File: config.mk
export PLATFORM = sky130hd
export DESIGN_NAME = adam_mul
export DESIGN_NICKNAME = d
export VERILOG_FILES = /design/src/adam_pkg.sv /design/src/adam_mul.sv
export SDC_FILE = /design/constraint.sdc
export NUM_CORES = 2
export LEC_CHECK = 0
export ABC_CLOCK_PERIOD_IN_PS = 14500
export BUFFER_PORTS_ARGS = -buffer_cell sky130_fd_sc_hd__buf_2
export CORE_MARGIN = 2
export CORE_UTILIZATION = 45
export DETAILED_ROUTE_END_ITERATION = 12
export SYNTH_ARGS = -nofsm -noshare
export SYNTH_HDL_FRONTEND = slang
export SYNTH_SLANG_ARGS = --single-unit
export TNS_END_PERCENT = 50
File: constraint.sdc
create_clock -name clk -period 14.5 [get_ports clk]
set_input_delay 1.45 -clock clk [delete_from_list [all_inputs] [get_ports clk]]
set_output_delay 1.45 -clock clk [all_outputs]
set_load 0.01 [all_outputs]
File: src/adam_pkg.sv
// ----------------------------------------------------------------------------
// adam_pkg
// Shared types, constants and register codes for the Adam update block.
// ----------------------------------------------------------------------------
package adam_pkg;

    localparam int INDEX_W     = 8;
    localparam int PARAM_COUNT = 1 << INDEX_W;
    localparam int CFG_IDX_W   = 3;
    localparam int ACC_W       = 100;
    localparam int MUL_W       = 34;

    // configuration register codes
    localparam logic [CFG_IDX_W-1:0] CFG_INITIAL_RATE   = 3'd0;
    localparam logic [CFG_IDX_W-1:0] CFG_INITIAL_MARGIN = 3'd1;
    localparam logic [CFG_IDX_W-1:0] CFG_PATIENCE_LIMIT = 3'd2;
    localparam logic [CFG_IDX_W-1:0] CFG_BETA_FIRST     = 3'd3;
    localparam logic [CFG_IDX_W-1:0] CFG_BETA_SECOND    = 3'd4;
    localparam logic [CFG_IDX_W-1:0] CFG_EPSILON_TERM   = 3'd5;
    localparam logic [CFG_IDX_W-1:0] CFG_START_BEST     = 3'd6;

    // reset values
    localparam logic [31:0]        RST_RATE     = 32'd4294967;
    localparam logic [30:0]        RST_MARGIN   = 31'd66;
    localparam logic [15:0]        RST_PATIENCE = 16'd10;
    localparam logic [15:0]        RST_BETA1    = 16'd58982;
    localparam logic [15:0]        RST_BETA2    = 16'd65470;
    localparam logic [31:0]        RST_EPSILON  = 32'd43;
    localparam logic signed [31:0] RST_BEST     = 32'sh7FFF_FFFF;
    localparam logic [32:0]        ONE_Q32      = 33'h1_0000_0000;
    // ceil(2^35 / 10): floor(x * MARGIN_RECIP / 2^35) is floor(x / 10) for 32-bit x
    localparam logic [MUL_W-1:0]   MARGIN_RECIP = 34'h0_CCCC_CCCD;
    localparam logic [33:0]        STEP_CLAMP   = 34'h2_0000_0000;

    typedef struct packed {
        logic [INDEX_W-1:0] param_index;
        logic signed [31:0] param_value;
        logic signed [31:0] gradient;
        logic               frozen;
        logic               step_start;
        logic signed [31:0] objective;
    } in_item_t;

    typedef struct packed {
        logic signed [31:0] new_value;
        logic               plateau_seen;
        logic [31:0]        current_rate;
        logic [31:0]        step_number;
    } out_item_t;

    typedef struct packed {
        logic        start;
        logic [63:0] num;
        logic [63:0] den;
        logic [6:0]  shift;
    } div_req_t;

    typedef struct packed {
        logic        done;
        logic [63:0] quo;
    } div_rsp_t;

    typedef struct packed {
        logic        start;
        logic [63:0] x;
    } sqrt_req_t;

    typedef struct packed {
        logic        done;
        logic [31:0] root;
    } sqrt_rsp_t;

    typedef enum logic [4:0] {
        ST_IDLE,
        ST_PWR1,
        ST_PWR2,
        ST_PLAT,
        ST_MARGIN,
        ST_M1,
        ST_M2,
        ST_G2,
        ST_V1,
        ST_V2,
        ST_V3,
        ST_V4,
        ST_V5,
        ST_MHAT,
        ST_VQ,
        ST_SQRT,
        ST_RATIO,
        ST_R1,
        ST_R2,
        ST_R3,
        ST_DONE
    } adam_state_t;

endpackage

File: src/adam_mul.sv
// ----------------------------------------------------------------------------
// adam_mul
// Shared signed multiplier with a registered product.
// ----------------------------------------------------------------------------
module adam_mul
    import adam_pkg::*;
(
    input  logic                          clk,
    input  logic signed [MUL_W-1:0]       a,
    input  logic signed [MUL_W-1:0]       b,
    output logic signed [2*MUL_W-1:0]     prod
);

    logic signed [2*MUL_W-1:0] prod_reg;

    always_ff @(posedge clk)
    begin
        prod_reg <= a * b;
    end

    assign prod = prod_reg;

endmodule

======== Yosys cells after proc, flatten, opt, wreduce, memory -nomap -nowiden ========
Cells that the tools add are included.
Widths: inputs -> output; s select.
storage, ports and cells
  flip-flop bits (word level) ............. 68
  bits of input ports ..................... 69
  logic and storage cells ................. 2
operators by class
  multipliers ............................. 1
operators by type and width
  cell            count
  $mul 34x34->68  1

======== Depth between registers and ports, before layout ========
  depth after elaboration ................. 1
  gate-level depth with buffers ........... 31
  depth with buffers taken out ............ 29

======== Worst setup path before layout ========
No wires, ideal clock.
  kind .................................... in2reg
  start ................................... input port a[33]
  end ..................................... register prod_reg[65] (netlist: prod[65])
  arrival time ............................ 8.868 ns
  path slack .............................. 5.560 ns
  stages .................................. 24
  path buffers ............................ 2
  cells stage by stage .................... clkbuf_1 > nand2_1 > inv_1 > fa_1 > fa_1 > fa_1 > fa_1 > inv_1 > fa_1 > fa_1 > fa_1 > fa_1 > inv_1 > ha_1 > clkdlybuf4s50_2 > nand3_1 > or2_2 > nor2_1 > a221oi_1 > o21ai_0 > a31oi_2 > nor2_2 > o41ai_2 > xnor2_1
between the ends
  word-level cells in the longest chain between the ends .. 1
ends and longest elaborated chain
  what                    line            source
  start: declaration      adam_mul.sv:9   input logic signed [MUL_W-1:0] a,
  $mul 34x34->68          adam_mul.sv:18  prod_reg <= a * b;
  end signal: assignment  adam_mul.sv:18
  end: declaration        adam_mul.sv:14  logic signed [2*MUL_W-1:0] prod_reg;
No other way between the ends.

======== Final worst setup path ========
  start ................................... input port a[23]
  end ..................................... register prod_reg[64] (netlist: prod[64])
The elaborated chain is that of the path after synthesis.

==> results.json <==
{
  "run_status": "finished, final reports clean",
  "cp.buffers_inverters": 5,
  "final_cells": 5777,
  "cts_num_sinks": 68,
  "core-area_um2": 94900,
  "syn_nets": 6068,
  "io_buffer_count": 136,
  "timing.final.crit_share": 0.650,
  "synth-async-reset-ratio": 0,
  "detail-route-antenna-nets": 0,
  "area.growth.synth_to_final_pct": 4.42,
  "antenna_found_initial": 13,
  "critical_path.max_fanout": 34,
  "max_slew_vio_count": 0,
  "syn-instance-count": 4554,
  "worstSetupStartpoint": "a[23]",
  "final_hold_viol_count": 0,
  "post-dp-hpwl_mm": 89.3,
  "globalRoute.busiestLayer": "met2",
  "drive_gt1_frac": 0.0475,
  "cts.repair_timing.setup_buffer_count": 0,
  "post_cts_resize_count": 0,
  "final-setup-viol-count": 0,
  "met2_usage": 0.428,
  "syn_area_um2": 43000,
  "critPathTopFamily": "adder cells",
  "cts_made_buffers": 9,
  "rsz0062_at_grt": "false",
  "n_fill_cell": 9034,
  "synth_cell_type_count": 69,
  "initialDrtViolationCount": 1544,
  "largest_register_ffs": 68,
  "timing.setup.critical_path_class": "in2reg",
  "slowest_delay_ps": 840,
  "drc_errors": 0,
  "hold_path_end": "prod[0]",
  "hold_buffers": 0,
  "design.portCount": 137,
  "cp_slowest_cell": "sky130_fd_sc_hd__o21ai_0",
  "grt_pass1_wl_mm": 192,
  "worstHoldStart": "b[0]",
  "routed-via-count": 29469,
  "min_period_ps": 9430,
  "clock_tree.htree_level_count": 3,
  "netlist_top_cells_count": "sky130_fd_sc_hd__fa_1, sky130_fd_sc_hd__inv_1, sky130_fd_sc_hd__and2_1, sky130_fd_sc_hd__nand2_1, sky130_fd_sc_hd__clkbuf_1",
  "viasPerCell": 5.10,
  "max_slew_margin_vs_limit": 0.302,
  "ys_dominant_reg_cell": "sky130_fd_sc_hd__dfxtp_1",
  "hold_path_depth": 2,
  "number_of_enable_flip_flop_cells_after_synthesis": 0,
  "drt_pass1_iterations": 5,
  "cts_tree": "done",
  "worstSetupStartpointType": "input port",
  "design_area_um2": 44900,
  "wirelength_mm": 117,
  "syn-mean-instance-area_um2": 9.45,
  "worst_setup_hold_path_clk_slew_ps": 60,
  "layout.nets": 6019,
  "synthesis_stage_register_bit_count": 68,
  "crit_path_required_time_ps": 14840,
  "groute.usage.overall": 0.256,
  "synth_top_area_cell": "sky130_fd_sc_hd__fa_1",
  "routedWlPerCell_um": 20.3,
  "layout_setup_ws_ps": 5070,
  "grt.overflow.total": 0,
  "timing_worst_slew_pin_value_ps": 1040,
  "max_cap_violations": 0,
  "dpl-instance-area_um2": 44600,
  "synth_top_cells_by_area": "sky130_fd_sc_hd__fa_1, sky130_fd_sc_hd__inv_1, sky130_fd_sc_hd__and2_1",
  "global_route.usage.met1": 0.349,
  "die_x_um": 313,
  "row_count": 113,
  "grt_pass1_vias": 33427,
  "cp_endpoint_kind": "flop",
  "most_numerous_cell_on_the_critical_path": "sky130_fd_sc_hd__fa_1",
  "sequential_to_total_area_share_from_yosys_stat": 0.0316,
  "place_ws_ps": 4610,
  "worst_hold_path_type": "in2reg",
  "groute.layer.met3.usage": 0.0424,
  "placedCellCount": 5759,
  "max-clock-path-buffers": 2,
  "die_y_um": 313,
  "clock-root-buffer": "sky130_fd_sc_hd__clkbuf_16",
  "gp_congestion": 0.881,
  "largest_net_degree_at_the_start_of_global_routing": 35,
  "arrival_ps": 9770,
  "fp.dieArea_um2": 98100,
  "fin_tns_setup_ps": 0,
  "floorplan.initialDensity": 0.454,
  "library_cell_with_the_highest_instance_count_after_synthesis": "sky130_fd_sc_hd__fa_1",
  "synth-warning-count": 0,
  "max_freq_mhz": 106,
  "netlist.area_leader.share": 0.577
}
## routing by layer
metal  part of all wire  vias up
met5            0.00081        -
met4              0.025       14
met3              0.062      169
met2               0.49      890
met1               0.43    15712
li1                   -    12684
## layout make-up
cell class / instances / area [um^2] / share of cell area
Clock buffer: 11 / 243 / 0.00540
Timing Repair Buffer: 168 / 921 / 0.0205
Clock inverter: 4 / 50.0 / 0.00111
Inverter: 1232 / 4620 / 0.103
Antenna cell: 3 / 7.51 / 0.000167
Sequential cell: 68 / 1360 / 0.0303
Tap cell: 1265 / 1580 / 0.0352
Multi-Input combinational cell: 3026 / 36100 / 0.804
## logic make-up after synthesis
| kind of cell | count (synthesis) | synth area share |
|---|---|---|
| AOI/OAI and AO/OA | 206 | 0.0335 |
| xor gates and xnor gates | 79 | 0.0161 |
| adders and majority gates | 1445 | 0.637 |
| buffers and inverters | 1460 | 0.128 |
| DFF | 68 | 0.0316 |
| and+or+nand+nor | 1296 | 0.154 |
## metrics by stage
stage,hold slack (ps),util
2_1_floorplan,1580,-
3_3_place_gp,1840,0.470
3_5_place_dp,1850,0.470
4_1_cts,1680,0.474
5_1_grt,1710,0.474
6_report,1690,0.474
## placed cells by master (no fill, tap or decap), drive strengths merged, types with 12 or more instances in the layout
cell,Yosys,layout
a21o,37,37
a21oi,63,63
and2,623,623
buf,9,168
dfxtp,68,68
fa,1241,1241
ha,204,204
inv,1231,1231
nand2,542,542
nand2b,20,20
nor2,56,56
o21ai,41,41
o21bai,12,12
xnor2,56,56
xor2,23,23
## worst max path at each step
stage / end / slack (ps) / depth (start not counted)
2_1_floorplan: prod[65] / 5560 / 24
3_3_place_gp: prod[66] / 4660 / 21
3_5_place_dp: prod[66] / 4610 / 21
4_1_cts: prod[66] / 5050 / 21
5_1_grt: prod[65] / 4670 / 23
6_report: prod[64] / 5070 / 25
Power is left out: the tool's default activity adds up to more than one toggle a clock period on the data nets, which glitch-free logic cannot reach.
