**src/adam_pkg.sv**
```systemverilog
// ----------------------------------------------------------------------------
// adam_pkg
// Shared types, constants and register codes for the Adam update block.
// ----------------------------------------------------------------------------
package adam_pkg;

    localparam int INDEX_W     = 8;
    localparam int PARAM_COUNT = 1 << INDEX_W;
    localparam int CFG_IDX_W   = 3;
    localparam int ACC_W       = 100;
    localparam int MUL_W       = 34;

    // configuration register codes
    localparam logic [CFG_IDX_W-1:0] CFG_INITIAL_RATE   = 3'd0;
    localparam logic [CFG_IDX_W-1:0] CFG_INITIAL_MARGIN = 3'd1;
    localparam logic [CFG_IDX_W-1:0] CFG_PATIENCE_LIMIT = 3'd2;
    localparam logic [CFG_IDX_W-1:0] CFG_BETA_FIRST     = 3'd3;
    localparam logic [CFG_IDX_W-1:0] CFG_BETA_SECOND    = 3'd4;
    localparam logic [CFG_IDX_W-1:0] CFG_EPSILON_TERM   = 3'd5;
    localparam logic [CFG_IDX_W-1:0] CFG_START_BEST     = 3'd6;

    // reset values
    localparam logic [31:0]        RST_RATE     = 32'd4294967;
    localparam logic [30:0]        RST_MARGIN   = 31'd66;
    localparam logic [15:0]        RST_PATIENCE = 16'd10;
    localparam logic [15:0]        RST_BETA1    = 16'd58982;
    localparam logic [15:0]        RST_BETA2    = 16'd65470;
    localparam logic [31:0]        RST_EPSILON  = 32'd43;
    localparam logic signed [31:0] RST_BEST     = 32'sh7FFF_FFFF;
    localparam logic [32:0]        ONE_Q32      = 33'h1_0000_0000;
    // ceil(2^35 / 10): floor(x * MARGIN_RECIP / 2^35) is floor(x / 10) for 32-bit x
    localparam logic [MUL_W-1:0]   MARGIN_RECIP = 34'h0_CCCC_CCCD;
    localparam logic [33:0]        STEP_CLAMP   = 34'h2_0000_0000;

    typedef struct packed {
        logic [INDEX_W-1:0] param_index;
        logic signed [31:0] param_value;
        logic signed [31:0] gradient;
        logic               frozen;
        logic               step_start;
        logic signed [31:0] objective;
    } in_item_t;

    typedef struct packed {
        logic signed [31:0] new_value;
        logic               plateau_seen;
        logic [31:0]        current_rate;
        logic [31:0]        step_number;
    } out_item_t;

    typedef struct packed {
        logic        start;
        logic [63:0] num;
        logic [63:0] den;
        logic [6:0]  shift;
    } div_req_t;

    typedef struct packed {
        logic        done;
        logic [63:0] quo;
    } div_rsp_t;

    typedef struct packed {
        logic        start;
        logic [63:0] x;
    } sqrt_req_t;

    typedef struct packed {
        logic        done;
        logic [31:0] root;
    } sqrt_rsp_t;

    typedef enum logic [4:0] {
        ST_IDLE,
        ST_PWR1,
        ST_PWR2,
        ST_PLAT,
        ST_MARGIN,
        ST_M1,
        ST_M2,
        ST_G2,
        ST_V1,
        ST_V2,
        ST_V3,
        ST_V4,
        ST_V5,
        ST_MHAT,
        ST_VQ,
        ST_SQRT,
        ST_RATIO,
        ST_R1,
        ST_R2,
        ST_R3,
        ST_DONE
    } adam_state_t;

endpackage

```
**src/adam_div.sv**
```systemverilog
// ----------------------------------------------------------------------------
// adam_div
// Restoring divider, one quotient bit per cycle: floor(num * 2^shift / den),
// saturated to 64 bits.
// ----------------------------------------------------------------------------
module adam_div
    import adam_pkg::*;
(
    input  logic     clk,
    input  logic     rst_n,
    input  div_req_t req,
    output div_rsp_t rsp
);

    logic        busy_reg;
    logic        done_reg;
    logic [6:0]  cnt_reg;
    logic [63:0] num_reg;
    logic [63:0] den_reg;
    logic [63:0] rem_reg;
    logic [63:0] quo_reg;
    logic        sat_reg;
    logic        den_zero_reg;
    logic        num_zero_reg;

    logic [64:0] trial;
    logic        ge;
    logic [64:0] diff;

    assign trial = {rem_reg, num_reg[63]};
    assign ge    = trial >= {1'b0, den_reg};
    assign diff  = trial - {1'b0, den_reg};

    always_ff @(posedge clk or negedge rst_n)
    begin
        if (!rst_n)
        begin
            busy_reg <= 1'b0;
            done_reg <= 1'b0;
            cnt_reg  <= '0;
        end
        else if (req.start)
        begin
            busy_reg <= 1'b1;
            done_reg <= 1'b0;
            cnt_reg  <= 7'd64 + req.shift;
        end
        else if (busy_reg)
        begin
            cnt_reg <= cnt_reg - 7'd1;
            if (cnt_reg == 7'd1)
            begin
                busy_reg <= 1'b0;
                done_reg <= 1'b1;
            end
        end
        else
        begin
            done_reg <= 1'b0;
        end
    end

    always_ff @(posedge clk)
    begin
        if (req.start)
        begin
            num_reg      <= req.num;
            den_reg      <= req.den;
            rem_reg      <= '0;
            quo_reg      <= '0;
            sat_reg      <= 1'b0;
            den_zero_reg <= (req.den == '0);
            num_zero_reg <= (req.num == '0);
        end
        else if (busy_reg)
        begin
            num_reg <= {num_reg[62:0], 1'b0};
            rem_reg <= ge ? diff[63:0] : trial[63:0];
            sat_reg <= sat_reg | quo_reg[63];
            quo_reg <= {quo_reg[62:0], ge};
        end
    end

    always_comb
    begin
        rsp.done = done_reg;
        if (den_zero_reg)
            rsp.quo = num_zero_reg ? '0 : '1;
        else
            rsp.quo = sat_reg ? '1 : quo_reg;
    end

endmodule

```
**config.mk**
```make
export PLATFORM = sky130hd
export DESIGN_NAME = adam_div
export DESIGN_NICKNAME = d
export VERILOG_FILES = /design/src/adam_pkg.sv /design/src/adam_div.sv
export SDC_FILE = /design/constraint.sdc
export NUM_CORES = 1
export LEC_CHECK = 0
export BUFFER_PORTS_ARGS = -buffer_cell sky130_fd_sc_hd__buf_2
export CORE_MARGIN = 4
export CORE_UTILIZATION = 45
export CTS_BUF_LIST = sky130_fd_sc_hd__clkbuf_8
export DETAILED_ROUTE_END_ITERATION = 6
export HOLD_SLACK_MARGIN = 0.1
export SLEW_MARGIN = 20
export SYNTH_ARGS = -nofsm -noshare
export SYNTH_HDL_FRONTEND = slang
export SYNTH_SLANG_ARGS = --single-unit
```
**constraint.sdc**
```tcl
create_clock -name clk -period 7.05 [get_ports clk]
set_clock_uncertainty 0.2 [all_clocks]
set_input_delay 0.705 -clock clk [delete_from_list [all_inputs] [get_ports clk]]
set_output_delay 0.705 -clock clk [all_outputs]
set_load 0.02 [all_outputs]
```
---- Word-level counts from Yosys, hierarchy flattened ----
Index checks and enable logic that the tools add are counted.
storage, ports and cells
  memory bits (writable) .................. 0
  bits in read-only memories .............. 0
  memories ................................ 0
  flip-flop bits (word level) ............. 268
  input bits .............................. 138
  logic and storage cells ................. 34
  output and inout port bits .............. 65
  bits in latches ......................... 0
cells by class
  $lt $le $gt $ge ......................... 1
  shift operators ......................... 0
  reductions and logical operators ........ 3
  divide/modulo/power cells ............... 0
  equal/unequal tests ..................... 2
  add/subtract/negate cells ............... 3
  multiply operators ...................... 0
  bitwise gates (word level) .............. 1
  multiplexer cells ....................... 14
operator list
  cell                                                                      number
  64-bit 2-to-1 mux                                                         6
  64-bit logical NOT                                                        2
  65-bit by 64-bit >= comparator with 1-bit output                          1
  64-bit subtractor                                                         1
  7-bit 2-to-1 mux                                                          2
  7-bit adder (first input constant)                                        1
  7-bit by 1-bit equality test with 1-bit output (second input constant)    1
  7-bit by 1-bit subtractor with 7-bit output (second input constant)       1
  1-bit 2-to-1 mux                                                          6
  3-bit by 2-bit inequality test with 1-bit output (second input constant)  1
  2-bit nonzero test                                                        1
  1-bit bitwise OR                                                          1

---- Depth between registers and ports, before layout ----
Gate-level depths: netlist of run 1.
  depth in word-level cells ............... 4
  mapped depth ............................ 15
  depth with buffers taken out ............ 13

---- Worst setup path after synthesis of run 1 ----
No wires, ideal clock.
  kind .................................... register -> register
  start point ............................. register den_reg[7]
  end point ............................... register rem_reg[60]
  stages on the path, launching flop included .. 14
  arrival time ............................ 2.762 ns
  buffers on the path ..................... 1
  setup time .............................. 0.118 ns
  setup slack ............................. 3.970 ns
  data required time ...................... 6.732 ns
  cell sequence ........................... edfxtp_1 > inv_1 > ha_1 > nand2_1 > o21a_1 > a211oi_2 > a21oi_2 > a2111oi_4 > nor2_2 > o31a_1 > buf_2 > or3_1 > mux2i_1 > o21ai_1
on the way
  longest elaborated chain between the ends .. 2
  elaborated cells on any way between the ends .. 3
  those cells by class .................... 1 x add/sub; 1 x order compare; 1 x mux
ends and longest elaborated chain
  what                                                                                   RTL line                        text
  start: declaration                                                                     adam_div.sv:19                  logic [63:0] den_reg;
  start signal: assignment                                                               adam_div.sv:68                  den_reg <= req.den;
  64-bit subtractor or 65-bit by 64-bit >= comparator with 1-bit output (tied branches)  adam_div.sv:32, adam_div.sv:31
  64-bit 2-to-1 mux *                                                                    adam_div.sv:78                  rem_reg <= ge ? diff[63:0] : trial[63:0];
  end signal: assignment                                                                 adam_div.sv:78
  end: declaration                                                                       adam_div.sv:20                  logic [63:0] rem_reg;
Every way passes the cells marked *; elsewhere a longest branch is shown, timed or not.
A chain may end at the register's enable or synchronous reset.

---- Worst setup path in the final report of run 1 ----
  start point ............................. register den_reg[8]
  end point ............................... register rem_reg[34]
Same word-level chain as after synthesis.

==> flow_metrics.env, run 1 <==
export IMPL_status="finished, final reports clean"
export IMPL_htree_levels=2
export IMPL_async_reset_ff_share_pct=3.36
export IMPL_grt_max_degree=133
export IMPL_multi_input_area_um2=7720
export IMPL_r2r_start="den_reg[8]"
export IMPL_min_path_cells=1
export IMPL_slowest_delay_ns=0.76
export IMPL_cp_start_kind="flop"
export IMPL_regArea_um2=6720
export IMPL_finalMaxSlewViolations=0
export IMPL_clock_sinks=268
export IMPL_core_um2=32900
export IMPL_crit_required_ns=7.26
export IMPL_worstPathArrival_ns=4.14
export IMPL_initial_core_util_pct=46.1
export IMPL_path_cells="inv_1, ha_1, nand2_1, o21a_1, a211oi_2, a21oi_2, a2111oi_4, nor2_2, o31ai_4, buf_4, mux2i_1, a211oi_1"
export IMPL_cts_buffers_inserted=47
export IMPL_p_leak_nw=7.95
export IMPL_setup_violations_final=0
export IMPL_hold_viol_final=0
export IMPL_critPathBufInv=2
export IMPL_synth_area_top_cells="edfxtp_1, dfxtp_1, ha_1"
export IMPL_antenna_found_initial=9
export IMPL_cts_root_buffer="clkbuf_8"
export IMPL_yosysMostFrequentCell="nor2_1"
export IMPL_cts_clk_slew_worst_paths_ns=0.06
export IMPL_period_minus_slack_ns=3.93
export IMPL_clk_latency_ns=0.60
export IMPL_fp_dieW_um=192
export IMPL_place_ws_ns=3.13
export IMPL_regToRegSetupSlack_ns=3.12
export IMPL_overflow=0
export IMPL_vdd_drop_max_mv=0.200
export IMPL_rsz0062_at_grt="no"
export IMPL_boundaryPins=203
export IMPL_cts_buffer_depth=3
export IMPL_r2r_end="rem_reg[34]"
export IMPL_hp_class="primary input to flop"
export IMPL_cellPowerDensity_nw_per_um2=312
export IMPL_switching_power_mw=2.08
export IMPL_drtIter0Drc=908
export IMPL_grt_first_pass_wirelength_um=65000
export IMPL_synth_edff_count=130
export IMPL_fin_nets=2008
export IMPL_grt_util_all_layers_pct=21.8
export IMPL_n_fill_cell=3043
export IMPL_rows=66
export IMPL_cp_top_family="compound AO/OA/AOI/OAI gates"
export IMPL_swShare_pct=37.0
export IMPL_slowest_stage="o31ai_4"
export IMPL_drive_gt1_share_pct=19.5
export IMPL_wl_um=40900
export IMPL_synth_main_ff_cell="edfxtp_1"
export IMPL_syn_num_nets=1788
export IMPL_internal_power_mw=3.54
export IMPL_p_seq_share_pct=35.8
export IMPL_ys_types=73
export IMPL_synthTopCellsByCount="nor2_1, nand2_1, edfxtp_1"
export IMPL_routedWlPerCell_um=17.9
export IMPL_r2r_cells=12
export IMPL_vias=12500
export IMPL_drc=0
export IMPL_dp_cells=2138
export IMPL_die_area_um2=36700
export IMPL_io_buffers=202
export IMPL_synth_avg_cell_area_um2=9.57
export IMPL_setup_tns_ns=0
export IMPL_synthesis_area_um2=15200
export IMPL_drtPass1Iterations=5
export IMPL_dpl_hpwl_um=28500
export IMPL_yosysSeqAreaShare_pct=44.3
export IMPL_fmax_mhz=254
export IMPL_ys_ff_latch=268
export IMPL_cts_tree="done"
export IMPL_die_y_um=192
export IMPL_yosysTopAreaCell="edfxtp_1"
export IMPL_synth_cells=1583
export IMPL_ant_nets=0
export IMPL_fin_crit_sh_pct=55.8
export IMPL_critPathCaptureType="flop"
export IMPL_relSlewSlack_pct=34.5
export IMPL_ctsResizeCount=0
export IMPL_maxCapViolations=0
export IMPL_path_class="flop to flop"
export IMPL_synth_top_area_share_pct=25.8
export IMPL_syn_to_final_growth_pct=18.6
export IMPL_power_frac_comb_pct=37.2
export IMPL_yosys_warnings=0
export IMPL_fin_cells=2288
export IMPL_grt_pass1_vias=12200
export IMPL_worstHoldEndpoint="den_reg[52]"
export IMPL_crit_fanout=29
export IMPL_gp_congestion=0.904
export IMPL_p_total_mw=5.61
export IMPL_clkPwrFrac_pct=27.0
export IMPL_setup_ws_ns=3.12
export IMPL_worst_slew_pin_slew_ns=0.982
export IMPL_viasPerCell=5.47
export IMPL_min_delay_start="req[59]"
power groups by stage:
| stage | sequential [mW] | clock, mW | combinational, mW |
|---|---|---|---|
| floorplan | 1.99 | 0 | 1.61 |
| global placement | 2.04 | 0 | 2.03 |
| detailed placement | 2.04 | 0 | 2.04 |
| CTS | 2.01 | 1.56 | 2.08 |
| global route | 2.04 | 1.65 | 2.33 |
| finish | 2.01 | 1.52 | 2.09 |
cell families (layout without fill, tap and decap cells):
kind of cell               after synthesis  in the layout  synth area share (%)
muxes                                  137            137                  9.58
DFF                                    268            268                  44.3
AOI/OAI and AO/OA                      394            394                  18.0
buffers and inverters                  179            438                  4.85
adders and majority gates               67             67                  5.58
and+or+nand+nor                        483            483                  14.6
xor gates and xnor gates                55             55                  3.18
other                                    0              4                     0
worst max path at each step:
stage,from,end,slack (ns),depth (start not counted)
after floorplan,den_reg[7],rem_reg[60],3.97,13
after global placement,den_reg[7],rem_reg[34],3.20,12
after detailed placement,den_reg[14],rem_reg[29],3.13,12
after CTS,den_reg[14],rem_reg[50],3.11,12
after global routing,den_reg[14],rem_reg[47],2.78,12
final,den_reg[8],rem_reg[34],3.12,12
metal layers:
layer	vias up	global-route usage, %	part of all wire, %
li1	6236	-	-
met1	5844	30.8	47
met2	363	33.7	44
met3	67	5.70	7.0
met4	10	5.28	1.8
met5	-	0	0.11
through the flow:
stage	util (%)	instance area, µm²	hold WS [ns]
3_5_place_dp	49.8	16400	0.248
3_3_place_gp	49.8	16400	0.241
6_report	54.7	18000	0.132
5_1_grt	54.7	18000	0.103
2_1_floorplan	-	15200	0.209
4_1_cts	54.6	17900	0.102
layout make-up:
| cell class | instances | share of cell area (%) |
|---|---|---|
| Sequential cell | 268 | 37.3 |
| Antenna cell | 4 | 0.0557 |
| Timing Repair Buffer | 271 | 9.37 |
| Clock buffer | 54 | 4.13 |
| Inverter | 79 | 1.65 |
| Tap cell | 442 | 3.08 |
| Clock inverter | 34 | 1.43 |
| Multi-Input combinational cell | 1136 | 42.9 |
cells in the final DEF, fill, tap and decap left out, types with 58 or more instances in the layout:
| cell | instances |
|---|---|
| mux2_2 | 64 |
| nor2_1 | 167 |
| o21a_1 | 78 |
| nand2_1 | 156 |
| buf_2 | 201 |
| a21oi_1 | 90 |
| dlygate4sd3_1 | 58 |
| edfxtp_1 | 130 |
| inv_1 | 96 |
| dfxtp_1 | 129 |
| mux2i_1 | 73 |
| ha_1 | 66 |
repair_timing:
| item | in CTS | in global routing |
|---|---|---|
| endpoints found under the hold margin | 64 | 2 |
| setup buffers | 0 | 0 |
| endpoints found under the setup margin | 0 | 0 |
| hold buffers | 56 | 2 |
Note: power is estimated with default switching activity, not from simulation.
==> run 2: changes to the inputs <==
==> constraint.sdc (replaced) <==
create_clock -name clk -period 3.7 [get_ports clk]
set_clock_uncertainty 0.2 [all_clocks]
set_input_delay 0.37 -clock clk [delete_from_list [all_inputs] [get_ports clk]]
set_output_delay 0.37 -clock clk [all_outputs]
set_load 0.02 [all_outputs]
==> run 2 against run 1 <==
Effect of this change:
- first-iteration DRC count is 14% lower
- combinational power rose by 110%
- count of clock-buffer cells in the layout increased by 1
- global-route usage grew 1.5 points
- hold slack better by 0.13 ns
- sequential power grew 91%
- register-to-register slack lost 2.9 ns
- via count increased by 5.4%
- clock power is 88% higher
- non-clock buffer count is 135 higher
==> flow_metrics.env, run 2 (same netlist as run 1, synthesis figures left out) <==
export IMPL_setup_ws_ns=0.247
export IMPL_rsz0062_at_grt="no"
export IMPL_routedWlPerCell_um=17.9
export IMPL_hp_class="flop to flop"
export IMPL_clk_latency_ns=0.59
export IMPL_fin_crit_sh_pct=93.3
export IMPL_fmax_mhz=290
export IMPL_ant_nets=0
export IMPL_cp_startpoint="num_reg[63]"
export IMPL_viasPerCell=5.45
export IMPL_fin_util_pct=58.7
export IMPL_min_delay_start="sat_reg"
export IMPL_r2r_start="num_reg[63]"
export IMPL_die_area_um2=36700
export IMPL_vdd_drop_max_mv=0.321
export IMPL_status="finished, final reports clean"
export IMPL_period_minus_slack_ns=3.45
export IMPL_cts_tree="done"
export IMPL_wl_um=43400
export IMPL_drtPass1Iterations=5
export IMPL_cp_start_kind="flop"
export IMPL_rows=66
export IMPL_worst_slew_pin_slew_ns=0.917
export IMPL_crit_fanout=3
export IMPL_io_buffers=202
export IMPL_final_cell_mix="buf_2, nor2_1, nand2_1, dlygate4sd3_1, edfxtp_1"
export IMPL_die_y_um=192
export IMPL_switching_power_mw=4.11
export IMPL_gp_congestion=0.908
export IMPL_final_common_cell="buf_2"
export IMPL_place_ws_ns=-0.158
export IMPL_finalMaxSlewViolations=0
export IMPL_cts_buffer_depth=3
export IMPL_initial_core_util_pct=46.1
export IMPL_drive_gt1_share_pct=20.9
export IMPL_postPlaceCellArea_um2=16700
export IMPL_crit_required_ns=4.00
export IMPL_drtIter0Drc=783
export IMPL_power_frac_comb_pct=40.1
export IMPL_regToRegSetupSlack_ns=0.25
export IMPL_clkPwrFrac_pct=25.6
export IMPL_grt_pass1_vias=13200
export IMPL_critPathCaptureType="flop"
export IMPL_n_fill_cell=2905
export IMPL_fin_cells=2420
export IMPL_vias=13200
export IMPL_overflow=0
export IMPL_regArea_um2=6720
export IMPL_p_seq_share_pct=34.3
export IMPL_stdcell_area_um2=19300
export IMPL_cellPowerDensity_nw_per_um2=579
export IMPL_maxCapViolations=0
export IMPL_dpl_hpwl_um=29300
export IMPL_syn_to_final_growth_pct=27.4
export IMPL_antenna_found_initial=3
export IMPL_p_total_mw=11.2
export IMPL_dp_cells=2177
export IMPL_cts_buffers_inserted=46
export IMPL_drc=0
export IMPL_fp_dieW_um=192
export IMPL_swShare_pct=36.8
export IMPL_grt_first_pass_wirelength_um=69600
export IMPL_htree_levels=2
export IMPL_multi_input_area_um2=7740
export IMPL_grt_util_all_layers_pct=23.3
export IMPL_relSlewSlack_pct=38.3
export IMPL_path_class="flop to flop"
export IMPL_hold_viol_final=0
export IMPL_cts_root_buffer="clkbuf_8"
export IMPL_cts_clk_slew_worst_paths_ns=0.06
export IMPL_internal_power_mw=7.06
export IMPL_fin_nets=2142
export IMPL_boundaryPins=203
export IMPL_p_leak_nw=8.58
export IMPL_worstPathArrival_ns=3.75
export IMPL_clock_sinks=268
export IMPL_grt_max_degree=121
export IMPL_core_um2=32900
export IMPL_setup_violations_final=0
==> run 2: cell count changes in the layout (fill, tap and decap cells not counted), sizes merged <==
cell	change
clkinvlp	+2
dlygate4sd3	+90
inv	-4
buf	+45
bufinv	-1
diode	-1
clkbuf	+1
==> run 2: final timing paths <==
path | end | cells after the start
worst max-delay path | rem_reg[58] | 13
worst min-delay path | sat_reg | 2
worst max register to register | rem_reg[58] | 13
worst min register to register | sat_reg | 2
max in group asynchronous | busy_reg | 3
min in group asynchronous | done_reg | 3
==> run 2: area by class of cell <==
cell class,count,area share [%]
multi-input cells,1136,40.1
inverters,79,1.54
well taps,442,2.86
diodes,3,0.0389
flip-flops and latches,268,34.8
repair buffers,406,15.6
clock inverters,31,1.21
clock buffers,55,3.92
==> run 2: repair_timing <==
action | in CTS | in global routing
endpoints found under the setup margin | 49 | 21
resized for setup | 0 | 8
buffers inserted | 6 | 0
hold buffers | 148 | 0
pin swaps | 1 | 0
hold endpoints to repair | 187 | 0
==> run 2: power groups by stage <==
stage	combinational, mW	clock, mW	sequential [mW]
finish	4.48	2.86	3.83
global route	4.96	3.09	3.88
CTS	4.41	2.95	3.82
detailed placement	4.18	0	3.88
global placement	4.16	0	3.87
floorplan	3.07	0	3.79
==> run 2: metal layers <==
layer / vias to the layer above / part of all wire [%] / global-route usage (%)
li1: 6506 / - / -
met1: 6265 / 46 / 31.5
met2: 357 / 46 / 37.9
met3: 72 / 5.9 / 5.00
met4: 0 / 2.2 / 6.52
met5: - / 0 / 0
==> run 2: through the flow <==
| step | setup TNS (ns) | hold slack [ns] |
|---|---|---|
| after detailed placement | -1.76 | 0.0361 |
| after global routing | 0 | 0.276 |
| after global placement | -0.0817 | 0.0345 |
| after floorplan | 0 | -0.126 |
| final | 0 | 0.263 |
| after CTS | 0 | 0.262 |
==> run 2: worst max-delay path, stage by stage (launching register included) <==
cell      delay (ns)
edfxtp_1        0.35
inv_1           0.05
ha_1            0.22
fa_1            0.41
nand2b_1        0.18
a21oi_1         0.24
o21ai_0         0.20
a21oi_1         0.24
o21ai_1         0.13
a21oi_2         0.27
o21ai_2         0.16
a21oi_2         0.20
mux2_2          0.35
o211ai_1        0.14
