File: src/adam_pkg.sv
// ----------------------------------------------------------------------------
// adam_pkg
// Shared types, constants and register codes for the Adam update block.
// ----------------------------------------------------------------------------
package adam_pkg;

    localparam int INDEX_W     = 8;
    localparam int PARAM_COUNT = 1 << INDEX_W;
    localparam int CFG_IDX_W   = 3;
    localparam int ACC_W       = 100;
    localparam int MUL_W       = 34;

    // configuration register codes
    localparam logic [CFG_IDX_W-1:0] CFG_INITIAL_RATE   = 3'd0;
    localparam logic [CFG_IDX_W-1:0] CFG_INITIAL_MARGIN = 3'd1;
    localparam logic [CFG_IDX_W-1:0] CFG_PATIENCE_LIMIT = 3'd2;
    localparam logic [CFG_IDX_W-1:0] CFG_BETA_FIRST     = 3'd3;
    localparam logic [CFG_IDX_W-1:0] CFG_BETA_SECOND    = 3'd4;
    localparam logic [CFG_IDX_W-1:0] CFG_EPSILON_TERM   = 3'd5;
    localparam logic [CFG_IDX_W-1:0] CFG_START_BEST     = 3'd6;

    // reset values
    localparam logic [31:0]        RST_RATE     = 32'd4294967;
    localparam logic [30:0]        RST_MARGIN   = 31'd66;
    localparam logic [15:0]        RST_PATIENCE = 16'd10;
    localparam logic [15:0]        RST_BETA1    = 16'd58982;
    localparam logic [15:0]        RST_BETA2    = 16'd65470;
    localparam logic [31:0]        RST_EPSILON  = 32'd43;
    localparam logic signed [31:0] RST_BEST     = 32'sh7FFF_FFFF;
    localparam logic [32:0]        ONE_Q32      = 33'h1_0000_0000;
    // ceil(2^35 / 10): floor(x * MARGIN_RECIP / 2^35) is floor(x / 10) for 32-bit x
    localparam logic [MUL_W-1:0]   MARGIN_RECIP = 34'h0_CCCC_CCCD;
    localparam logic [33:0]        STEP_CLAMP   = 34'h2_0000_0000;

    typedef struct packed {
        logic [INDEX_W-1:0] param_index;
        logic signed [31:0] param_value;
        logic signed [31:0] gradient;
        logic               frozen;
        logic               step_start;
        logic signed [31:0] objective;
    } in_item_t;

    typedef struct packed {
        logic signed [31:0] new_value;
        logic               plateau_seen;
        logic [31:0]        current_rate;
        logic [31:0]        step_number;
    } out_item_t;

    typedef struct packed {
        logic        start;
        logic [63:0] num;
        logic [63:0] den;
        logic [6:0]  shift;
    } div_req_t;

    typedef struct packed {
        logic        done;
        logic [63:0] quo;
    } div_rsp_t;

    typedef struct packed {
        logic        start;
        logic [63:0] x;
    } sqrt_req_t;

    typedef struct packed {
        logic        done;
        logic [31:0] root;
    } sqrt_rsp_t;

    typedef enum logic [4:0] {
        ST_IDLE,
        ST_PWR1,
        ST_PWR2,
        ST_PLAT,
        ST_MARGIN,
        ST_M1,
        ST_M2,
        ST_G2,
        ST_V1,
        ST_V2,
        ST_V3,
        ST_V4,
        ST_V5,
        ST_MHAT,
        ST_VQ,
        ST_SQRT,
        ST_RATIO,
        ST_R1,
        ST_R2,
        ST_R3,
        ST_DONE
    } adam_state_t;

endpackage

File: src/adam_sqrt.sv
// ----------------------------------------------------------------------------
// adam_sqrt
// Digit-by-digit integer square root of a 64-bit value, one result bit a cycle.
// ----------------------------------------------------------------------------
module adam_sqrt
    import adam_pkg::*;
(
    input  logic      clk,
    input  logic      rst_n,
    input  sqrt_req_t req,
    output sqrt_rsp_t rsp
);

    logic        busy_reg;
    logic        done_reg;
    logic [63:0] x_reg;
    logic [63:0] res_reg;
    logic [63:0] bit_reg;

    logic [64:0] trial;
    logic        ge;

    assign trial = {1'b0, res_reg} + {1'b0, bit_reg};
    assign ge    = {1'b0, x_reg} >= trial;

    always_ff @(posedge clk or negedge rst_n)
    begin
        if (!rst_n)
        begin
            busy_reg <= 1'b0;
            done_reg <= 1'b0;
        end
        else if (req.start)
        begin
            busy_reg <= 1'b1;
            done_reg <= 1'b0;
        end
        else if (busy_reg)
        begin
            if (bit_reg[0])
            begin
                busy_reg <= 1'b0;
                done_reg <= 1'b1;
            end
        end
        else
        begin
            done_reg <= 1'b0;
        end
    end

    always_ff @(posedge clk)
    begin
        if (req.start)
        begin
            x_reg   <= req.x;
            res_reg <= '0;
            bit_reg <= 64'h4000_0000_0000_0000;
        end
        else if (busy_reg)
        begin
            if (ge)
            begin
                x_reg   <= x_reg - trial[63:0];
                res_reg <= (res_reg >> 1) + bit_reg;
            end
            else
            begin
                res_reg <= res_reg >> 1;
            end
            bit_reg <= bit_reg >> 2;
        end
    end

    assign rsp.done = done_reg;
    assign rsp.root = res_reg[31:0];

endmodule
File: config.mk
export PLATFORM = sky130hd
export DESIGN_NAME = adam_sqrt
export DESIGN_NICKNAME = d
export VERILOG_FILES = /design/src/adam_pkg.sv /design/src/adam_sqrt.sv
export SDC_FILE = /design/constraint.sdc
export NUM_CORES = 1
export LEC_CHECK = 0
export ABC_AREA = 1
export BUFFER_PORTS_ARGS = -buffer_cell sky130_fd_sc_hd__buf_4
export CAP_MARGIN = 20
export CORE_MARGIN = 5
export CORE_UTILIZATION = 60
export CTS_BUF_LIST = sky130_fd_sc_hd__clkbuf_4 sky130_fd_sc_hd__clkbuf_8 sky130_fd_sc_hd__clkbuf_16
export DETAILED_ROUTE_END_ITERATION = 7
export MAX_ROUTING_LAYER = met4
export PLACE_DENSITY = 0.78
export SYNTH_ARGS = -nofsm -noshare
export SYNTH_HDL_FRONTEND = slang
export SYNTH_SLANG_ARGS = --single-unit
export TNS_END_PERCENT = 50
File: constraint.sdc
create_clock -name clk -period 7.3 [get_ports clk]
set_clock_uncertainty 0.2 [all_clocks]
set_input_delay 1.46 -clock clk [delete_from_list [all_inputs] [get_ports clk]]
set_output_delay 1.46 -clock clk [all_outputs]
set_load 0.02 [all_outputs]
# Word-level counts from Yosys, hierarchy flattened
# Index checks and enable logic that the tools add are counted.
[totals]
out_inout_bits = 33
in_bits = 67
reg_bits = 162
word_cells = 23
[classes]
add_sub_neg = 3
mux = 10
eq_ne = 1
reduce_logical = 3
order_cmp = 1
[ops]
columns = ["operator", "count"]
rows = [
  ["$mux 64", 4],
  ["$add 64x63->65", 1],
  ["$ge 64x65->1", 1],
  ["$add 63x63->64", 1],
  ["$sub 64x64->64", 1],
  ["$mux 1", 6],
  ["$reduce_bool 2->1", 2],
  ["$ne 3x2->1 const B", 1],
  ["$reduce_and 2->1", 1],
]

# Depth between registers and ports, before layout
# Gate-level depths: netlist of run 1.
[depth]
ltp_word = 5
depth_mapped = 33
mapped_depth_nobuf = 31

# Worst setup path before layout of run 1
# OpenSTA, ideal clock, no wires.
[synth_timing]
kind = "register -> register"
start = "register res_reg[4]"
end = "register x_reg[0], enable pin"
synth_period_minus_slack_ns = 5.701
required_ns = 6.676
t_arrival_ns = 5.077
stages_incl_launch_ff = 27
setup_ns = 0.424
setup_slack_ns = 1.599
path_buffers = 2
path_cell_list = "dfxtp_1 > ha_1 > nand2_1 > o21ai_1 > nor2_1 > o21ai_1 > a21oi_1 > inv_1 > a21o_1 > a21boi_1 > o21ai_0 > xor2_1 > ha_1 > nand2_1 > nor2_1 > nand2_1 > nor3_2 > nand2_1 > a21oi_1 > nor2_1 > nor2_4 > nand2_4 > nand3_4 > buf_8 > buf_6 > nand2_1 > nand2_1"
[synth_between]
elab_chain_cells = 4
[synth_rtl]
columns = ["item", "line_no", "source"]
rows = [
  ["from (decl)", "adam_sqrt.sv:17", "logic [63:0] res_reg;"],
  ["from (signal assigned)", "adam_sqrt.sv:65", "res_reg <= (res_reg >> 1) + bit_reg;"],
  ["from (signal assigned)", "adam_sqrt.sv:69", "res_reg <= res_reg >> 1;"],
  ["$add 64x63->65", "adam_sqrt.sv:23", "assign trial = {1'b0, res_reg} + {1'b0, bit_reg};"],
  ["$ge 64x65->1", "adam_sqrt.sv:24", "assign ge = {1'b0, x_reg} >= trial;"],
  ["$reduce_bool 2->1 (no line)", "-", ""],
  ["$reduce_and 2->1 (no line)", "-", ""],
  ["to (signal assigned)", "adam_sqrt.sv:56", "x_reg <= req.x;"],
  ["to (signal assigned)", "adam_sqrt.sv:64", "x_reg <= x_reg - trial[63:0];"],
  ["to (decl)", "adam_sqrt.sv:16", "logic [63:0] x_reg;"],
]
# Every way passes these cells.
# A chain may end at the register's enable or synchronous reset.

# Worst setup path in the final report of run 1
[layout_timing]
start = "register res_reg[4]"
end = "register res_reg[20]"
[layout_between]
elab_chain_cells = 3
elab_cells_between_ends = 4
classes_between = "add/sub (2); order compare (1); mux (1)"
[layout_rtl]
columns = ["item", "line_no", "source"]
rows = [
  ["$add 64x63->65", "adam_sqrt.sv:23", ""],
  ["$ge 64x65->1", "adam_sqrt.sv:24", ""],
  ["$mux 64 *", "adam_sqrt.sv:62", "if (ge)"],
]
# Every way passes the cells marked *; elsewhere a longest branch is shown, timed or not.

==> results of run 1 <==
area by class of cell:
class                      count  area, um2  area share
clock buffer                  17        425      0.0211
clock inverter                15        163     0.00806
inverter                     414       1550      0.0770
multi-input combinational   2390      12800       0.633
sequential                   162       3900       0.193
tap                          396        495      0.0246
timing repair buffer         114        881      0.0437
synthesized netlist by cell type, types with 23 or more instances:
library cell / number / area share
a21oi_1: 224 / 0.060
a21oi_2: 23 / 0.011
buf_4: 34 / 0.014
clkbuf_1: 45 / 0.0090
dfxtp_1: 96 / 0.10
edfxtp_1: 64 / 0.10
ha_1: 130 / 0.087
inv_1: 403 / 0.080
nand2_1: 756 / 0.15
nand2_2: 26 / 0.0087
nand3_1: 247 / 0.066
nand4_1: 34 / 0.011
nor2_1: 353 / 0.070
nor3_1: 27 / 0.0072
o21ai_0: 203 / 0.054
o21ai_1: 28 / 0.0075
o21bai_1: 32 / 0.013
or2_2: 27 / 0.0090
xnor2_1: 49 / 0.023
xor2_1: 75 / 0.035
power by group through the flow:
stage	Combinational [mW]	Sequential [mW]	Clock (mW)
finish	5.63	1.66	0.944
global route	6.13	1.68	0.977
CTS	5.47	1.65	0.938
detailed placement	5.43	1.67	0
global placement	5.29	1.66	0
floorplan	4.05	1.55	0
worst max-delay path, cell delays in order (launching register included):
cell,delay [ns]
dfxtp_1,0.42
ha_1,0.41
nand2_1,0.11
o21ai_1,0.18
nor2_1,0.10
o21ai_1,0.43
a21oi_1,0.22
inv_1,0.13
a21o_1,0.21
a21boi_1,0.11
o21ai_0,0.37
xor2_1,0.20
ha_1,0.39
nand2_1,0.11
nor2_1,0.25
nand2_1,0.16
nor3_2,0.20
nand2_1,0.09
a21oi_1,0.24
nor2_1,0.20
nor2_4,0.19
nand2_4,0.08
nand3_4,0.08
buf_4,0.67
nand2_1,0.14
nand3_1,0.13
a21oi_1,0.08
how the worst max path moves through the flow:
stage	start	to	slack, ns	cells past startpoint
after floorplan	res_reg[4]	x_reg[0]	1.60	26
after global placement	res_reg[4]	x_reg[50]	1.27	25
after detailed placement	res_reg[4]	x_reg[50]	1.30	25
after CTS	res_reg[4]	x_reg[48]	1.26	25
after global routing	res_reg[4]	res_reg[8]	0.75	26
final	res_reg[4]	res_reg[20]	1.01	26
layer usage:
metal | wire (um) | global-route usage | vias up
li1 | - | - | 10104
met2 | 30200 | 0.599 | 1353
met4 | 2760 | 0.128 | 0
met5 | 0 | - | -
met3 | 8050 | 0.0901 | 209
met1 | 29100 | 0.523 | 9779
per-stage QoR:
stage | worst slack [ns] | cells | hold WS, ns | power [mW] | area, um2
after global routing | 0.749 | 3508 | 0.357 | 8.79 | 20200
after floorplan | 1.60 | 3072 | 0.264 | 5.60 | 18800
after global placement | 1.27 | 3476 | 0.307 | 6.94 | 19600
after detailed placement | 1.30 | 3476 | 0.322 | 7.09 | 19600
final | 1.01 | 3508 | 0.339 | 8.24 | 20200
after CTS | 1.26 | 3508 | 0.337 | 8.05 | 20200
logic make-up after synthesis:
| kind of cell | count (synthesis) |
|---|---|
| compound gates | 590 |
| xor+xnor | 124 |
| fa+ha+maj | 131 |
| buf+inv | 520 |
| flops | 162 |
| simple gates | 1545 |
==> summary.md, run 1 <==
| Metric | Value |
|---|---|
| H-tree lvl count | 4 |
| Achievable Freq | around 0.16 GHz |
| Crit Path Category | reg2reg |
| Maximum VDD drop | between 0.3 and 0.4 mV |
| Final Hold Viols | 0 |
| CP arrival | between 6 and 7 ns |
| Largest net degree at the start of global routing | between 90 and 100 |
| HPWL Detailed | 55.9 mm |
| Hold WC Path Type | reg2reg |
| Compound-Gate Fraction of Synth Area | 0.176 |
| Worst Setup Start Kind | register |
| WL final | around 70 mm |
| Worst Path Required | around 7.4 ns |
| Outcome | finished clean |
| Hold_sp | bit_reg[34] |
| Mapped Cells | ~3.1k |
| CTS tree | built |
| Switch Pwr | roughly 4.6 mW |
| Synth Flop Type | dfxtp_1 |
| Mapped Area | about 19000 um2 |
| Starting DRT DRC Count | about 3.1k |
| RSZ-0062 raised after global routing | no |
| Xor/xnor share of the synthesized area | 0.0578 |
| Layout cells sized above 1 | 0.0900 |
| Vias in the first global route | between 15k and 20k |
| Worst R2R Start | res_reg[4] |
| Gr usage total | 0.394 |
| CTS Root Cell | clkbuf_16 |
| Die Ht | 187 um |
| Most frequent cells in the layout | nand2_1 (755), inv_1 (403), nor2_1 (353) |
| Yosys cell types | 54 |
| First-pass GRT wire length | roughly 110 mm |
| Wirelength per Cell | about 20 um |
| Reg-to-Reg End | res_reg[20] |
| Hold Path End | bit_reg[32] |
| Routed vias | 21.4k |
| DRT antenna net count | 0 |
| Crit-path max FO | 64 |
| Net Count, Synth | ~3.3k |
| Worst-case reg-to-reg path depth | 26 |
| Crit path capture type | register |
| Max cap viols | 0 |
| Most common cell after layout, fill and taps aside | nand2_1 |
| Clk sinks | 162 |
| Flops & latches, synth | 162 |
| Register share of total power | 0.202 |
| Synth Area in Adders | 0.0876 |
| CTS Buf Count | 17 |
| Worst Hold Path Cells | 2 |
| # rows | 64 |
| Clk_lat worst skew | ~0.48 ns |
| Ports | 100 |
| Post-synth EDFFs | 64 |
| FILL cells | 2887 |
| Largest family of logic cells by synthesized area | simple AND/OR/NAND/NOR gates |
| Area grow syn2layout | 7.33% |
| Yosys warns | 0 |
| Final #Nets | between 3k and 4k |
| Number of port buffers | just under 100 |
| Grt ovf | 0 |
| Post-synthesis simple-gate area fraction | 0.357 |
| Clock tree buffer depth | 2 |
| Gate power share | 0.683 |
| Slew Limit Fails | 0 |
| Ys async rst share | 0.0123 |
| Post-synthesis mux area share | 0 |
| Resize count post-CTS | 0 |
| Final core utilization | 0.656 |
| Tcrit/Tclk final | 0.862 |
| Worst slew margin | 0.308 |
| Post-CTS setup buffers | 0 |
| Switching share of total power | 0.553 |
| Power Density | 408 nW/um2 |
| Int Power | roughly 3.7 mW |
| Gp weighted congestion | about 1.1 |
| Clock period minus final worst setup slack | 6.29 ns |
| Setup TNS | 0 ns |
| Actual slew at the worst max-slew pin | 1.04 ns |
| Die area | ~35000 um2 |
| Syn Area/Cell | roughly 6 um2 |
| Starting Density | 0.611 |
| Reg2Reg Setup Slack | ~1.0 ns |
| Clock power frac | 0.115 |
| Antenna cells | 0 |
| Initial antenna violation count | 0 |
| Leakage | about 8.8 nW |
| Final setup fails | 0 |
| Drt pass-1 iters | 7 |
| Worst-path clk slew | ~0.08 ns |
| Vias/cell | just over 6 |
| Sequential fraction of the synthesis area | 0.207 |
| Core area | 30700 um2 |
| Die width | 187 um |
| DRC Markers | 0 |
| Hold_buf cts | 0 |
Power figures use the tool's default switching activity.
==> inputs of run 2 (changes only) <==
--- a/config.mk
+++ b/config.mk
@@ -8,2 +8,3 @@
 export ABC_AREA = 1
+export ABC_CLOCK_PERIOD_IN_PS = 7400
 export BUFFER_PORTS_ARGS = -buffer_cell sky130_fd_sc_hd__buf_4
==> constraint.sdc (replaced) <==
create_clock -name clk -period 7.4 [get_ports clk]
set_clock_uncertainty 0.2 [all_clocks]
set_input_delay 0.37 -clock clk [delete_from_list [all_inputs] [get_ports clk]]
set_output_delay 0.37 -clock clk [all_outputs]
set_load 0.02 [all_outputs]
==> run 2 against run 1 <==
The run now ends with DRC, hold timing left; global-route usage is 1.1 points higher; final cell count is 1.0% higher; fmax is 2.2% lower; sequential share of layout area is 0.33 points lower; hold slack worse by 0.35 ns; power is 0.24% higher; core utilization is 1.2 points higher; largest cell class unchanged; count of clock-buffer cells in the layout is 6 higher; combinational power hardly changed.
==> summary.md, run 2 (synthesis gave the netlist of run 1 again) <==
| Metric | Value |
|---|---|
| Gp weighted congestion | 1.12 (was 1.09) |
| Post-placement cell area | 19600 um2 (about the same) |
| Clock power frac | 0.119 (was 0.115) |
| Slowest-stage cell, CP | nand2_2 (was buf_4) |
| H-tree lvl count | 4 (unchanged) |
| # rows | 64 (unchanged) |
| Vias/cell | 6.13 (was 6.11) |
| Final Hold Viols | 3 (was 0) |
| Crit path capture type | register (unchanged) |
| Reg2Reg Setup Slack | 0.97 ns (was 1.01 ns) |
| Pre-CTS setup slack | 1.19 ns (was 1.30 ns) |
| Number of port buffers | 99 (unchanged) |
| Starting Density | 0.611 (unchanged) |
| Max cap viols | 0 (unchanged) |
| Worst Setup Start Kind | register (unchanged) |
| Clk_lat worst skew | 0.48 ns (about the same) |
| Initial antenna violation count | 0 (unchanged) |
| Overall Power | 8.26 mW (was 8.24 mW) |
| Starting DRT DRC Count | 2965 (was 3124) |
| Gate power share | 0.682 (was 0.683) |
| Crit Path Category | reg2reg (unchanged) |
| CP delay by family, top | simple AND/OR/NAND/NOR gates (unchanged) |
| CTS tree | built (unchanged) |
| Worst-path clk slew | 0.07 ns (was 0.08 ns) |
| Drt pass-1 iters | 8 (was 7) |
| Gr usage total | 0.405 (was 0.394) |
| Core area | 30700 um2 (unchanged) |
| Most frequent cells in the layout | nand2_1 (755), inv_1 (403), nor2_1 (353) (unchanged) |
| First-pass GRT wire length | 110 mm (was 108 mm) |
| Routed vias | 21.7k (was 21.4k) |
| Hold_buf cts | 35 (was 0) |
| Worst Path Required | 7.35 ns (was 7.43 ns) |
| Clock tree buffer depth | 2 (unchanged) |
| CP peak stage delay | 0.75 ns (was 0.67 ns) |
| HPWL Detailed | 55.8 mm (was 55.9 mm) |
| RSZ-0062 raised after global routing | no (unchanged) |
| Ports | 100 (unchanged) |
| Actual slew at the worst max-slew pin | 1.11 ns (was 1.04 ns) |
| Final #Nets | 3332 (was 3297) |
| DRC Markers | 18 (was 0) |
| DRT antenna net count | 0 (unchanged) |
| Switching share of total power | 0.548 (was 0.553) |
| Worst slew margin | 0.259 (was 0.308) |
| Register share of total power | 0.199 (was 0.202) |
| Resize count post-CTS | 0 (unchanged) |
| Hold WC Path Type | in2reg (was reg2reg) |
| Layout cells sized above 1 | 0.0890 (was 0.0900) |
| Antenna cells | 0 (unchanged) |
| Slew Limit Fails | 0 (unchanged) |
| Most common cell after layout, fill and taps aside | nand2_1 (unchanged) |
| Storage element area | 3900 um2 (unchanged) |
| Int Power | 3.73 mW (was 3.68 mW) |
| Multi-input logic area | 12800 um2 (unchanged) |
| CTS Root Cell | clkbuf_16 (unchanged) |
| Post-CTS setup buffers | 0 (unchanged) |
| Critical Path Most Common Cell | nand2_1 (unchanged) |
| Power Density | 402 nW/um2 (was 408 nW/um2) |
| Clock period minus final worst setup slack | 6.43 ns (was 6.29 ns) |
| Worst path bufs/invs | 1 (was 2) |
| WL final | 71.8 mm (was 70.0 mm) |
| Maximum VDD drop | 0.330 mV (was 0.323 mV) |
| CP arrival | 6.38 ns (was 6.42 ns) |
| Die area | 35000 um2 (unchanged) |
| Switch Pwr | 4.52 mW (was 4.56 mW) |
| Setup TNS | 0 ns (unchanged) |
| Wirelength per Cell | 20.3 um (was 20.0 um) |
| FILL cells | 2823 (was 2887) |
| Clk sinks | 162 (unchanged) |
| Vias in the first global route | 20.0k (was 19.6k) |
| Failing checks | DRC, hold timing |
| Outcome | finished, violations left (was finished clean) |
| Die Ht | 187 um (unchanged) |
| Setup ws final | 0.971 ns (was 1.01 ns) |
| Area grow syn2layout | 9.22% (was 7.33%) |
| Final setup fails | 0 (unchanged) |
| Largest net degree at the start of global routing | 97 (unchanged) |
| Design area | 20500 um2 (was 20200 um2) |
| Achievable Freq | 0.156 GHz (was 0.159 GHz) |
| CTS Buf Count | 17 (unchanged) |
| Leakage | 8.92 nW (was 8.75 nW) |
| Grt ovf | 0 (unchanged) |
| Crit-path max FO | 37 (was 64) |
| Die width | 187 um (unchanged) |
| Final hold slack | -0.00834 ns (was 0.339 ns) |
| Tcrit/Tclk final | 0.869 (was 0.862) |
run 2: cell count changes in the layout (fill, tap and decap cells not counted), sizes merged:
cell,previous run,this run
clkbuf,17,23
bufinv,0,2
clkinvlp,3,1
inv,420,416
clkinv,6,4
dlygate4sd3,0,35
run 2: cell type report:
type,count,share of cell area
clock buffer,23,0.0244
clock inverter,9,0.00573
inverter,414,0.0757
multi-input combinational,2390,0.622
sequential,162,0.190
tap,396,0.0241
timing repair buffer,149,0.0587
run 2: stage by stage:
stage,std cells,utilization
final,3543,0.668
after global routing,3543,0.668
after CTS,3543,0.668
after detailed placement,3476,0.636
after global placement,3476,0.636
after floorplan,3072,-
run 2: routing by layer:
layer / track usage / up-vias / wire (um)
li1: - / 10198 / -
met1: 0.541 / 9850 / 29400
met2: 0.600 / 1424 / 30300
met3: 0.0836 / 243 / 8770
met4: 0.164 / 0 / 3340
met5: - / - / 0
run 2: final timing paths:
| check | end | cells past startpoint | start |
|---|---|---|---|
| max in group asynchronous | busy_reg | 2 | rst_n |
| max reg2reg | x_reg[47] | 26 | res_reg[6] |
| max | x_reg[47] | 26 | res_reg[6] |
| min reg2reg | res_reg[0] | 2 | res_reg[0] |
| min | x_reg[50] | 3 | req[50] |
| min in group asynchronous | busy_reg | 2 | rst_n |
run 2: worst register-to-register path, cell delays in order (launching register included):
cell	delay, ns
dfxtp_1	0.42
ha_1	0.42
nand2_1	0.14
nor2_1	0.13
nand2_1	0.08
nand2_1	0.13
nand2_2	0.08
nand2_4	0.10
a21oi_1	0.11
o22ai_1	0.34
a21oi_1	0.17
o21ai_0	0.49
xnor2_1	0.23
ha_1	0.41
nand2_1	0.13
nor2_1	0.22
nand2_1	0.15
nor3_2	0.20
nand2_1	0.07
a21oi_1	0.14
nor2_1	0.16
nor2_4	0.19
nand2_4	0.08
nand3_4	0.08
nand2_1	0.07
nand2_2	0.75
buf_4	0.41
run 2: power by group through the flow:
stage	Clock [mW]	Sequential, mW	Combinational [mW]
floorplan	0	1.53	3.99
global placement	0	1.63	5.26
detailed placement	0	1.64	5.36
CTS	0.976	1.62	5.43
global route	1.02	1.66	6.11
finish	0.987	1.64	5.63
